<file path="config.mk">
export PLATFORM = sky130hd
export DESIGN_NAME = pid_controller_filtered
export DESIGN_NICKNAME = d
export VERILOG_FILES = /design/src/sv/pidf_pkg.sv /design/src/sv/pid_controller_filtered.sv /design/src/sv/pidf_mul.sv
export SDC_FILE = /design/constraint.sdc
export NUM_CORES = 2
export LEC_CHECK = 0
export BUFFER_PORTS_ARGS = -buffer_cell sky130_fd_sc_hd__buf_2
export CAP_MARGIN = 20
export CORE_MARGIN = 1
export CORE_UTILIZATION = 50
export DETAILED_ROUTE_END_ITERATION = 7
export GPL_TIMING_DRIVEN = 1
export PLACE_DENSITY_LB_ADDON = 0.1
export SYNTH_ARGS = -nofsm -noshare
export SYNTH_HDL_FRONTEND = slang
export SYNTH_SLANG_ARGS = --single-unit
</file>
<file path="constraint.sdc">
create_clock -name clk -period 19.85 [get_ports clk]
set_clock_uncertainty 0.1 [all_clocks]
set_input_delay 5.955 -clock clk [delete_from_list [all_inputs] [get_ports clk]]
set_output_delay 5.955 -clock clk [all_outputs]
set_load 0.05 [all_outputs]
</file>
<file path="src/sv/pidf_pkg.sv">
// Shared types and constants for the filtered PID controller.
package pidf_pkg;

	localparam int DATA_WIDTH_DEF = 32;
	localparam int FRAC_BITS_DEF  = 16;

	// Fixed-width register fields
	localparam int ALPHA_BITS = 16;
	localparam int ALPHA_W    = ALPHA_BITS + 1;
	localparam logic [ALPHA_W-1:0] ALPHA_ONE = ALPHA_W'(1) << ALPHA_BITS;
	localparam int INV_DT_W   = 20;
	localparam int REG_IDX_W  = 3;

	typedef enum logic [REG_IDX_W-1:0] {
		REG_KP       = 3'd0,
		REG_KI_DT    = 3'd1,
		REG_KD       = 3'd2,
		REG_IMAX     = 3'd3,
		REG_ALPHA    = 3'd4,
		REG_INV_DT   = 3'd5,
		REG_MODE     = 3'd6,
		REG_FF_GAIN  = 3'd7
	} pidf_reg_t;

	typedef enum logic [1:0] {
		SH_NONE,
		SH_ALPHA,
		SH_FRAC
	} pidf_shift_t;

	typedef struct packed {
		logic        start;
		pidf_shift_t shift;
	} pidf_mul_req_t;

	typedef enum logic [2:0] {
		MS_IDLE,
		MS_LO,
		MS_HI,
		MS_ACC,
		MS_OUT
	} pidf_mul_state_t;

	typedef enum logic [4:0] {
		S_IDLE,
		S_DIFF,
		S_M_CHANGE,
		S_FILT_ADD,
		S_M_DRV,
		S_M_RAW,
		S_RAW_SUB,
		S_M_STEP,
		S_DRV_ADD,
		S_M_P,
		S_M_I,
		S_INT_ADD,
		S_INT_CLAMP,
		S_M_D,
		S_M_FF,
		S_SUM,
		S_OUT
	} pidf_state_t;

endpackage

</file>
<file path="src/sv/pid_controller_filtered.sv">
// Filtered PID controller top level: registers, sequencer and datapath around one multiplier.
//
//  channel  | handshake            | payload
//  ---------+----------------------+----------------------------------------------
//  cfg      | cfg_wr_en            | cfg_addr, cfg_wdata
//  in       | in_valid / in_stall  | sample, rate_setpoint, clear_integrator
//  out      | out_valid / out_stall| p_term, i_term, d_term, ff_term, pid_sum
//
// Each beat runs through the sequencer states from acceptance until its result is
// registered, and the next beat can be taken once the sequencer is idle again. The shared
// multiplier forms three to six products per beat in turn, between add, clamp and sum steps.
// Reset clears the filter, derivative and integrator; the next sample seeds the filter.
// in_stall is high from acceptance until the result moves into the output register,
// which holds it until taken; a result not yet taken delays the next one.
module pid_controller_filtered #(
	parameter int DATA_WIDTH = pidf_pkg::DATA_WIDTH_DEF,
	parameter int FRAC_BITS  = pidf_pkg::FRAC_BITS_DEF,
	localparam int CFG_W = (DATA_WIDTH > pidf_pkg::INV_DT_W) ? DATA_WIDTH : pidf_pkg::INV_DT_W
) (
	input  logic                                clk,
	input  logic                                arst_n,
	input  logic                                cfg_wr_en,
	input  logic [pidf_pkg::REG_IDX_W-1:0]      cfg_addr,
	input  logic [CFG_W-1:0]                    cfg_wdata,
	input  logic                                in_valid,
	output logic                                in_stall,
	input  logic signed [DATA_WIDTH-1:0]        sample,
	input  logic signed [DATA_WIDTH-1:0]        rate_setpoint,
	input  logic                                clear_integrator,
	output logic                                out_valid,
	input  logic                                out_stall,
	output logic signed [DATA_WIDTH-1:0]        p_term,
	output logic signed [DATA_WIDTH-1:0]        i_term,
	output logic signed [DATA_WIDTH-1:0]        d_term,
	output logic signed [DATA_WIDTH-1:0]        ff_term,
	output logic signed [DATA_WIDTH-1:0]        pid_sum
);

	localparam int OP_W = CFG_W + 1;
	localparam int XW   = DATA_WIDTH + 1;
	localparam int SW   = DATA_WIDTH + 2;
	localparam logic signed [DATA_WIDTH-1:0] D_MAX = {1'b0, {(DATA_WIDTH-1){1'b1}}};
	localparam logic signed [DATA_WIDTH-1:0] D_MIN = {1'b1, {(DATA_WIDTH-1){1'b0}}};

	function automatic logic signed [DATA_WIDTH-1:0] sat_w(input logic signed [XW-1:0] v);
		if (v[XW-1] != v[XW-2]) begin
			return v[XW-1] ? D_MIN : D_MAX;
		end
		return $signed(v[DATA_WIDTH-1:0]);
	endfunction

	// configuration
	logic signed [DATA_WIDTH-1:0]        kp_q, ki_dt_q, kd_q, ff_gain_q;
	logic [DATA_WIDTH-2:0]               imax_q;
	logic [pidf_pkg::ALPHA_W-1:0]        alpha_q;
	logic [pidf_pkg::INV_DT_W-1:0]       inv_dt_q;
	logic                                mode_q;

	// controller state
	pidf_pkg::pidf_state_t               state_q, state_d;
	logic signed [DATA_WIDTH-1:0]        filt_q, drv_q, integ_q;
	logic                                first_pending_q;
	logic                                out_valid_q;

	// per-beat working registers
	logic signed [DATA_WIDTH-1:0]        sample_q, rate_q, t_q;
	logic signed [DATA_WIDTH-1:0]        p_q, i_q, d_q, ff_q, sum_q;
	logic signed [DATA_WIDTH-1:0]        p_out_q, i_out_q, d_out_q, ff_out_q, sum_out_q;

	// shared multiplier
	pidf_pkg::pidf_mul_req_t             mul_req;
	logic signed [OP_W-1:0]              op_a, op_b;
	logic                                mul_done;
	logic signed [DATA_WIDTH-1:0]        mul_res;

	logic                                in_take, out_free;
	logic [pidf_pkg::ALPHA_W-1:0]        alpha_eff;
	logic signed [OP_W-1:0]              alpha_op, inv_op, t_op;
	logic signed [DATA_WIDTH-1:0]        diff_in, filt_sum, raw_sub, drv_sum, int_sum;
	logic signed [DATA_WIDTH-1:0]        imax_pos, imax_neg, int_clamp;
	logic signed [SW-1:0]                sum3;
	logic signed [DATA_WIDTH-1:0]        sum3_sat;

	pidf_mul #(
		.DATA_WIDTH (DATA_WIDTH),
		.FRAC_BITS  (FRAC_BITS)
	) u_mul (
		.clk    (clk),
		.arst_n (arst_n),
		.req    (mul_req),
		.a      (op_a),
		.b      (op_b),
		.done   (mul_done),
		.res    (mul_res)
	);

	assign in_take  = in_valid && (state_q == pidf_pkg::S_IDLE);
	assign out_free = !out_valid_q || !out_stall;

	// alpha above one acts as one
	assign alpha_eff = (alpha_q > pidf_pkg::ALPHA_ONE) ? pidf_pkg::ALPHA_ONE : alpha_q;
	assign alpha_op  = $signed(OP_W'(alpha_eff));
	assign inv_op    = $signed(OP_W'(inv_dt_q));
	assign t_op      = OP_W'(t_q);

	assign diff_in  = sat_w(XW'(sample_q) - XW'(filt_q));
	assign filt_sum = sat_w(XW'(filt_q) + XW'(t_q));
	assign raw_sub  = sat_w(XW'(t_q) - XW'(drv_q));
	assign drv_sum  = sat_w(XW'(drv_q) + XW'(t_q));
	assign int_sum  = sat_w(XW'(integ_q) + XW'(t_q));

	assign imax_pos  = $signed({1'b0, imax_q});
	assign imax_neg  = -imax_pos;
	assign int_clamp = (integ_q < imax_neg) ? imax_neg :
	                   (integ_q > imax_pos) ? imax_pos : integ_q;

	assign sum3     = SW'(p_q) + SW'(i_q) + SW'(d_q);
	assign sum3_sat = (sum3 > SW'(D_MAX)) ? D_MAX :
	                  (sum3 < SW'(D_MIN)) ? D_MIN : sum3[DATA_WIDTH-1:0];

	// next state
	always_comb begin
		state_d = state_q;
		case (state_q)
			pidf_pkg::S_IDLE: begin
				if (in_valid) state_d = pidf_pkg::S_DIFF;
			end
			pidf_pkg::S_DIFF: begin
				if (!mode_q)              state_d = pidf_pkg::S_M_CHANGE;
				else if (inv_dt_q != '0)  state_d = pidf_pkg::S_M_RAW;
				else                      state_d = pidf_pkg::S_M_P;
			end
			pidf_pkg::S_M_CHANGE: begin
				if (mul_done) state_d = pidf_pkg::S_FILT_ADD;
			end
			pidf_pkg::S_FILT_ADD: begin
				state_d = (inv_dt_q != '0) ? pidf_pkg::S_M_DRV : pidf_pkg::S_M_P;
			end
			pidf_pkg::S_M_DRV: begin
				if (mul_done) state_d = pidf_pkg::S_M_P;
			end
			pidf_pkg::S_M_RAW: begin
				if (mul_done) state_d = pidf_pkg::S_RAW_SUB;
			end
			pidf_pkg::S_RAW_SUB:  state_d = pidf_pkg::S_M_STEP;
			pidf_pkg::S_M_STEP: begin
				if (mul_done) state_d = pidf_pkg::S_DRV_ADD;
			end
			pidf_pkg::S_DRV_ADD:  state_d = pidf_pkg::S_M_P;
			pidf_pkg::S_M_P: begin
				if (mul_done) state_d = (ki_dt_q != '0) ? pidf_pkg::S_M_I : pidf_pkg::S_M_D;
			end
			pidf_pkg::S_M_I: begin
				if (mul_done) state_d = pidf_pkg::S_INT_ADD;
			end
			pidf_pkg::S_INT_ADD:   state_d = pidf_pkg::S_INT_CLAMP;
			pidf_pkg::S_INT_CLAMP: state_d = pidf_pkg::S_M_D;
			pidf_pkg::S_M_D: begin
				if (mul_done) state_d = pidf_pkg::S_M_FF;
			end
			pidf_pkg::S_M_FF: begin
				if (mul_done) state_d = pidf_pkg::S_SUM;
			end
			pidf_pkg::S_SUM: state_d = pidf_pkg::S_OUT;
			pidf_pkg::S_OUT: begin
				if (out_free) state_d = pidf_pkg::S_IDLE;
			end
			default: state_d = pidf_pkg::S_IDLE;
		endcase
	end

	// sequencer outputs: handshake and multiplier operands
	always_comb begin
		in_stall      = (state_q != pidf_pkg::S_IDLE);
		mul_req.start = 1'b0;
		mul_req.shift = pidf_pkg::SH_NONE;
		op_a          = '0;
		op_b          = '0;
		case (state_q)
			pidf_pkg::S_M_CHANGE, pidf_pkg::S_M_STEP: begin
				mul_req.start = 1'b1;
				mul_req.shift = pidf_pkg::SH_ALPHA;
				op_a          = alpha_op;
				op_b          = t_op;
			end
			pidf_pkg::S_M_DRV, pidf_pkg::S_M_RAW: begin
				mul_req.start = 1'b1;
				op_a          = t_op;
				op_b          = inv_op;
			end
			pidf_pkg::S_M_P: begin
				mul_req.start = 1'b1;
				mul_req.shift = pidf_pkg::SH_FRAC;
				op_a          = OP_W'(filt_q);
				op_b          = OP_W'(kp_q);
			end
			pidf_pkg::S_M_I: begin
				mul_req.start = 1'b1;
				mul_req.shift = pidf_pkg::SH_FRAC;
				op_a          = OP_W'(filt_q);
				op_b          = OP_W'(ki_dt_q);
			end
			pidf_pkg::S_M_D: begin
				mul_req.start = 1'b1;
				mul_req.shift = pidf_pkg::SH_FRAC;
				op_a          = OP_W'(kd_q);
				op_b          = OP_W'(drv_q);
			end
			pidf_pkg::S_M_FF: begin
				mul_req.start = 1'b1;
				mul_req.shift = pidf_pkg::SH_FRAC;
				op_a          = OP_W'(rate_q);
				op_b          = OP_W'(ff_gain_q);
			end
			default: ;
		endcase
	end

	always_ff @(posedge clk or negedge arst_n) begin
		if (!arst_n) begin
			kp_q      <= '0;
			ki_dt_q   <= '0;
			kd_q      <= '0;
			imax_q    <= '0;
			alpha_q   <= pidf_pkg::ALPHA_ONE;
			inv_dt_q  <= '0;
			mode_q    <= 1'b0;
			ff_gain_q <= '0;
		end else if (cfg_wr_en) begin
			case (cfg_addr)
				pidf_pkg::REG_KP:      kp_q      <= cfg_wdata[DATA_WIDTH-1:0];
				pidf_pkg::REG_KI_DT:   ki_dt_q   <= cfg_wdata[DATA_WIDTH-1:0];
				pidf_pkg::REG_KD:      kd_q      <= cfg_wdata[DATA_WIDTH-1:0];
				pidf_pkg::REG_IMAX:    imax_q    <= cfg_wdata[DATA_WIDTH-2:0];
				pidf_pkg::REG_ALPHA:   alpha_q   <= cfg_wdata[pidf_pkg::ALPHA_W-1:0];
				pidf_pkg::REG_INV_DT:  inv_dt_q  <= cfg_wdata[pidf_pkg::INV_DT_W-1:0];
				pidf_pkg::REG_MODE:    mode_q    <= cfg_wdata[0];
				pidf_pkg::REG_FF_GAIN: ff_gain_q <= cfg_wdata[DATA_WIDTH-1:0];
				default: ;
			endcase
		end
	end

	always_ff @(posedge clk or negedge arst_n) begin
		if (!arst_n) begin
			state_q         <= pidf_pkg::S_IDLE;
			filt_q          <= '0;
			drv_q           <= '0;
			integ_q         <= '0;
			first_pending_q <= 1'b1;
			out_valid_q     <= 1'b0;
		end else begin
			state_q <= state_d;
			if (in_take) begin
				if (first_pending_q) begin
					first_pending_q <= 1'b0;
					filt_q          <= sample;
					drv_q           <= '0;
				end
				if (clear_integrator) integ_q <= '0;
			end
			case (state_q)
				pidf_pkg::S_DIFF: begin
					// raw mode: the filter register simply tracks the sample
					if (mode_q) filt_q <= sample_q;
				end
				pidf_pkg::S_FILT_ADD:  filt_q <= filt_sum;
				pidf_pkg::S_M_DRV: begin
					if (mul_done) drv_q <= mul_res;
				end
				pidf_pkg::S_DRV_ADD:   drv_q <= drv_sum;
				pidf_pkg::S_INT_ADD:   integ_q <= int_sum;
				pidf_pkg::S_INT_CLAMP: integ_q <= int_clamp;
				default: ;
			endcase
			if (state_q == pidf_pkg::S_OUT && out_free) begin
				out_valid_q <= 1'b1;
			end else if (out_valid_q && !out_stall) begin
				out_valid_q <= 1'b0;
			end
		end
	end

	always_ff @(posedge clk) begin
		if (in_take) begin
			sample_q <= sample;
			rate_q   <= rate_setpoint;
			i_q      <= '0;
		end
		case (state_q)
			pidf_pkg::S_DIFF:     t_q <= diff_in;
			pidf_pkg::S_RAW_SUB:  t_q <= raw_sub;
			pidf_pkg::S_M_CHANGE, pidf_pkg::S_M_RAW, pidf_pkg::S_M_STEP,
			pidf_pkg::S_M_I: begin
				if (mul_done) t_q <= mul_res;
			end
			pidf_pkg::S_M_P: begin
				if (mul_done) p_q <= mul_res;
			end
			pidf_pkg::S_INT_CLAMP: i_q <= int_clamp;
			pidf_pkg::S_M_D: begin
				if (mul_done) d_q <= mul_res;
			end
			pidf_pkg::S_M_FF: begin
				if (mul_done) ff_q <= mul_res;
			end
			pidf_pkg::S_SUM: sum_q <= sum3_sat;
			pidf_pkg::S_OUT: begin
				if (out_free) begin
					p_out_q   <= p_q;
					i_out_q   <= i_q;
					d_out_q   <= d_q;
					ff_out_q  <= ff_q;
					sum_out_q <= sum_q;
				end
			end
			default: ;
		endcase
	end

	assign out_valid = out_valid_q;
	assign p_term    = p_out_q;
	assign i_term    = i_out_q;
	assign d_term    = d_out_q;
	assign ff_term   = ff_out_q;
	assign pid_sum   = sum_out_q;

endmodule

</file>
<file path="src/sv/pidf_mul.sv">
// Shared signed multiplier: two half-width partial products, floor shift, saturation.
module pidf_mul #(
	parameter int DATA_WIDTH = pidf_pkg::DATA_WIDTH_DEF,
	parameter int FRAC_BITS  = pidf_pkg::FRAC_BITS_DEF,
	localparam int MAG_W = (DATA_WIDTH > pidf_pkg::INV_DT_W) ? DATA_WIDTH : pidf_pkg::INV_DT_W,
	localparam int OP_W  = MAG_W + 1
) (
	input  logic                          clk,
	input  logic                          arst_n,
	input  pidf_pkg::pidf_mul_req_t       req,
	input  logic signed [OP_W-1:0]        a,
	input  logic signed [OP_W-1:0]        b,
	output logic                          done,
	output logic signed [DATA_WIDTH-1:0]  res
);

	localparam int HW    = (MAG_W + 1) / 2;
	localparam int PW    = MAG_W + HW;
	localparam int ACC_W = MAG_W + 2 * HW + 1;

	pidf_pkg::pidf_mul_state_t st_q, st_d;

	logic [MAG_W-1:0]      a_mag_q, b_mag_q;
	logic                  neg_q;
	pidf_pkg::pidf_shift_t sh_q;
	logic [PW-1:0]         part_lo_q, part_hi_q;
	logic [ACC_W-1:0]      acc_q;

	logic [OP_W-1:0]       a_abs, b_abs;
	logic [HW-1:0]         mul_b;
	logic [PW-1:0]         product;
	logic [ACC_W-1:0]      bias, quot, limit, mag_sat;
	logic [DATA_WIDTH-1:0] mag_lo;

	assign a_abs   = a[OP_W-1] ? $unsigned(-a) : $unsigned(a);
	assign b_abs   = b[OP_W-1] ? $unsigned(-b) : $unsigned(b);
	assign mul_b   = (st_q == pidf_pkg::MS_LO) ? b_mag_q[HW-1:0] : HW'(b_mag_q[MAG_W-1:HW]);
	assign product = PW'(a_mag_q) * PW'(mul_b);

	// negative products round toward minus infinity: add 2^s - 1 to the magnitude
	always_comb begin
		case (sh_q)
			pidf_pkg::SH_ALPHA: begin
				bias = neg_q ? ((ACC_W'(1) << pidf_pkg::ALPHA_BITS) - ACC_W'(1)) : '0;
				quot = acc_q >> pidf_pkg::ALPHA_BITS;
			end
			pidf_pkg::SH_FRAC: begin
				bias = neg_q ? ((ACC_W'(1) << FRAC_BITS) - ACC_W'(1)) : '0;
				quot = acc_q >> FRAC_BITS;
			end
			default: begin
				bias = '0;
				quot = acc_q;
			end
		endcase
	end

	assign limit   = neg_q ? (ACC_W'(1) << (DATA_WIDTH - 1))
	                       : ((ACC_W'(1) << (DATA_WIDTH - 1)) - ACC_W'(1));
	assign mag_sat = (quot > limit) ? limit : quot;
	assign mag_lo  = mag_sat[DATA_WIDTH-1:0];

	always_comb begin
		case (st_q)
			pidf_pkg::MS_IDLE: st_d = req.start ? pidf_pkg::MS_LO : pidf_pkg::MS_IDLE;
			pidf_pkg::MS_LO:   st_d = pidf_pkg::MS_HI;
			pidf_pkg::MS_HI:   st_d = pidf_pkg::MS_ACC;
			pidf_pkg::MS_ACC:  st_d = pidf_pkg::MS_OUT;
			default:           st_d = pidf_pkg::MS_IDLE;
		endcase
	end

	always_comb begin
		done = (st_q == pidf_pkg::MS_OUT);
		res  = neg_q ? $signed(-mag_lo) : $signed(mag_lo);
	end

	always_ff @(posedge clk or negedge arst_n) begin
		if (!arst_n) begin
			st_q <= pidf_pkg::MS_IDLE;
		end else begin
			st_q <= st_d;
		end
	end

	always_ff @(posedge clk) begin
		case (st_q)
			pidf_pkg::MS_IDLE: begin
				if (req.start) begin
					a_mag_q <= a_abs[MAG_W-1:0];
					b_mag_q <= b_abs[MAG_W-1:0];
					neg_q   <= a[OP_W-1] ^ b[OP_W-1];
					sh_q    <= req.shift;
				end
			end
			pidf_pkg::MS_LO:  part_lo_q <= product;
			pidf_pkg::MS_HI:  part_hi_q <= product;
			pidf_pkg::MS_ACC: acc_q <= ACC_W'(part_lo_q) + (ACC_W'(part_hi_q) << HW) + bias;
			default: ;
		endcase
	end

endmodule

</file>
==> summary.txt <==
Status -> complete, no violations
DRC -> 0
Critical path required time -> 20.18 ns
Post-CTS Hold Buffers -> 0
Worst skew pair latency -> 0.75 ns
Port Buf Inserts -> 266
Worst-path clk slew -> 0.06 ns
Synth Cell Area -> 70700 um2
Gr usage total -> 0.318
Clk sinks -> 947
CTS Buf Count -> 104
Initial Utilization -> 0.506
Syn_nets -> 7892
Sequential fraction of the synthesis area -> 0.381
Slew @ Worst Pin -> 1.11 ns
Die Area -> 143000 um2
Largest cells by area after synthesis -> edfxtp_1, fa_1, dfrtp_1
Number of H-tree levels -> 3
Cells after Synth -> 6872
Ys Warns -> 0
CTS root buf -> clkbuf_16
WL final -> 227 mm
Starting DRC count in detailed routing -> 4998
Hold Violations, Final -> 0
HP Class -> flip-flop to flip-flop
Primary FF master, synth -> edfxtp_1
Detail Route Antenna Nets -> 0
Max reg flops -> 65
Max-cap violations -> 0
Worst path top cell family by delay -> adder cells
# nets final -> 8050
Slew margin rel. -> 0.255
Tcrit/Tclk final -> 0.441
Unique masters post-synth -> 89
Setup_tns -> 0 ns
Post-synth EDFFs -> 644
CP Launch Type -> flip-flop
Post-synth top area cell -> edfxtp_1
Die Wd -> 378 um
CP arrival -> 9.09 ns
DRT Pass-1 Iters -> 6
Top-count cell post-synth -> inv_1
Global-route wire length before repair -> 338 mm
Yosys top cell area share -> 0.273
Final setup violating endpoints -> 0
Max stage delay cell, worst path -> mux2_2
Cts repair resizes -> 0
CP max FO -> 65
Fmax -> 114 MHz
CTS Buffer Depth -> 3
Rows -> 137
Total number of vias -> 54000
Vias in the first global route -> 52300
Flops & latches, synth -> 947
Largest regs -> u_mul.acc_q x65, u_mul.part_hi_q x48, u_mul.part_lo_q x48
CTS tree -> built
Placeable Area -> 140000 um2
Final Slew Violations -> 0
Worst path most repeated cell -> fa_1
Layout cells sized above 1 -> 0.116
CP max stage delay -> 0.82 ns
Post-detail-place hpwl -> 172 mm
WP buf/inv -> 4
Crit path kind -> flip-flop to flip-flop
Synth-to-layout area growth -> 9.98%
Synthesized area per cell -> 10.3 um2
Biggest register -> u_mul.acc_q
Largest net degree at the start of global routing -> 98
Min Tclk post-route -> 8.76 ns
RSZ-0062 raised after global routing -> false
Post-CTS Setup Bufs -> 0
Via density -> 5.99
CP Capture Type -> flip-flop
Io pins -> 267
Die Y -> 378 um
RePlAce Congestion -> 0.963
Overflow after GRT -> 0
FFs w/ async S/R, synth -> 0.320
Most frequent cells after synthesis -> inv_1, nand2_1, edfxtp_1
Initial antenna violation count -> 26
Wirelength per Cell -> 25.2 um
-- cells in the final DEF (no fill, tap or decap), types with 46 or more instances in the layout --
| cell type | Yosys | final |
|---|---|---|
| xnor2_1 | 239 | 237 |
| nor2b_1 | 46 | 46 |
| a22oi_1 | 156 | 156 |
| mux2_2 | 223 | 223 |
| nand4_1 | 57 | 57 |
| edfxtp_1 | 644 | 644 |
| nand2b_1 | 54 | 53 |
| a21oi_1 | 480 | 476 |
| buf_2 | 7 | 265 |
| a211oi_1 | 53 | 50 |
| nor2_1 | 326 | 321 |
| ha_1 | 458 | 458 |
| nor4_1 | 48 | 47 |
| nand2_1 | 661 | 661 |
| and2_1 | 242 | 241 |
| o21ai_0 | 265 | 263 |
| fa_1 | 457 | 457 |
| nor3_1 | 92 | 88 |
| buf_4 | 0 | 90 |
| clkbuf_16 | 0 | 104 |
| o211ai_1 | 67 | 67 |
| a21o_1 | 181 | 180 |
| dfrtp_1 | 301 | 301 |
| nand3_1 | 131 | 131 |
| xor2_1 | 110 | 110 |
| inv_1 | 672 | 672 |
-- layout make-up --
cell class | instances | area, um2
multi-input combinational | 4944 | 40400
sequential | 947 | 26900
clock buffer | 134 | 2820
tap | 1876 | 2350
timing repair buffer | 359 | 2070
antenna | 12 | 30.0
clock inverter | 64 | 722
fill | 12500 | 62100
inverter | 674 | 2530
-- per-stage QoR --
step	worst slack (ns)	hold slack, ns	cells	area (um2)	utilization
3_5_place_dp	11.10	0.305	8798	74200	0.530
6_report	11.09	0.317	9010	77800	0.556
2_1_floorplan	5.35	0.300	6872	70700	-
3_3_place_gp	11.23	0.301	8797	74200	0.530
4_1_cts	11.08	0.304	8996	77700	0.556
5_1_grt	10.43	0.316	9000	77800	0.556
-- worst register-to-register path: stages, from the launching register on --
cell and delay (ns):
dfrtp_1 0.45, nor3b_2 0.17, buf_4 0.66, mux2_2 0.83, nand2_1 0.21, fa_1 0.54, fa_1 0.51, fa_1 0.51
inv_1 0.05, fa_1 0.50, fa_1 0.49, inv_1 0.05, fa_1 0.47, inv_1 0.04, ha_1 0.34, a211oi_1 0.26
nor2_1 0.10, o41ai_1 0.42, o311ai_0 0.32, a41o_1 0.36, a21oi_1 0.37, o21a_1 0.15, o21ai_0 0.08, a21oi_1 0.23
o21ai_0 0.12, xor2_1 0.16
-- per-layer routing --
layer,wire length [um],vias to the layer above,global-route usage
met5,67,-,0
met4,9460,12,0.126
met3,20200,404,0.0706
met2,97300,2182,0.467
met1,99900,26800,0.455
li1,-,24600,-
-- logic make-up (layout without fill, tap and decap cells) --
group	Yosys count	in the layout	synth area share
AND/OR/NAND/NOR	1836	1836	0.126
AO/OA/AOI/OAI	1572	1572	0.145
buffers and inverters	981	1231	0.0522
flip-flops	947	947	0.381
adder cells (fa/ha/maj)	917	917	0.211
XOR/XNOR	350	350	0.0434
multiplexers	269	269	0.0421
other	0	12	0
-- path summary, 6_finish.rpt --
kind | start | to | slack, ns | cells past startpoint
setup reg to reg | u_mul.st_q[2]$_DFF_PN0_ | u_mul.part_lo_q[46]$_DFFE_PP_ | 11.09 | 25
hold / removal | ff_q[2]$_DFFE_PP_ | ff_term[2]$_DFFE_PP_ | 0.32 | 0
setup / recovery | u_mul.st_q[2]$_DFF_PN0_ | u_mul.part_lo_q[46]$_DFFE_PP_ | 11.09 | 25
hold reg to reg | ff_q[2]$_DFFE_PP_ | ff_term[2]$_DFFE_PP_ | 0.32 | 0
max in group asynchronous | arst_n | alpha_q[2]$_DFFE_PN0P_ | 12.79 | 2
min in group asynchronous | arst_n | filt_q[11]$_DFF_PN0_ | 5.15 | 1
Power is not shown: default switching activity piles up to over one toggle a cycle in this logic, so the estimate is an artifact.
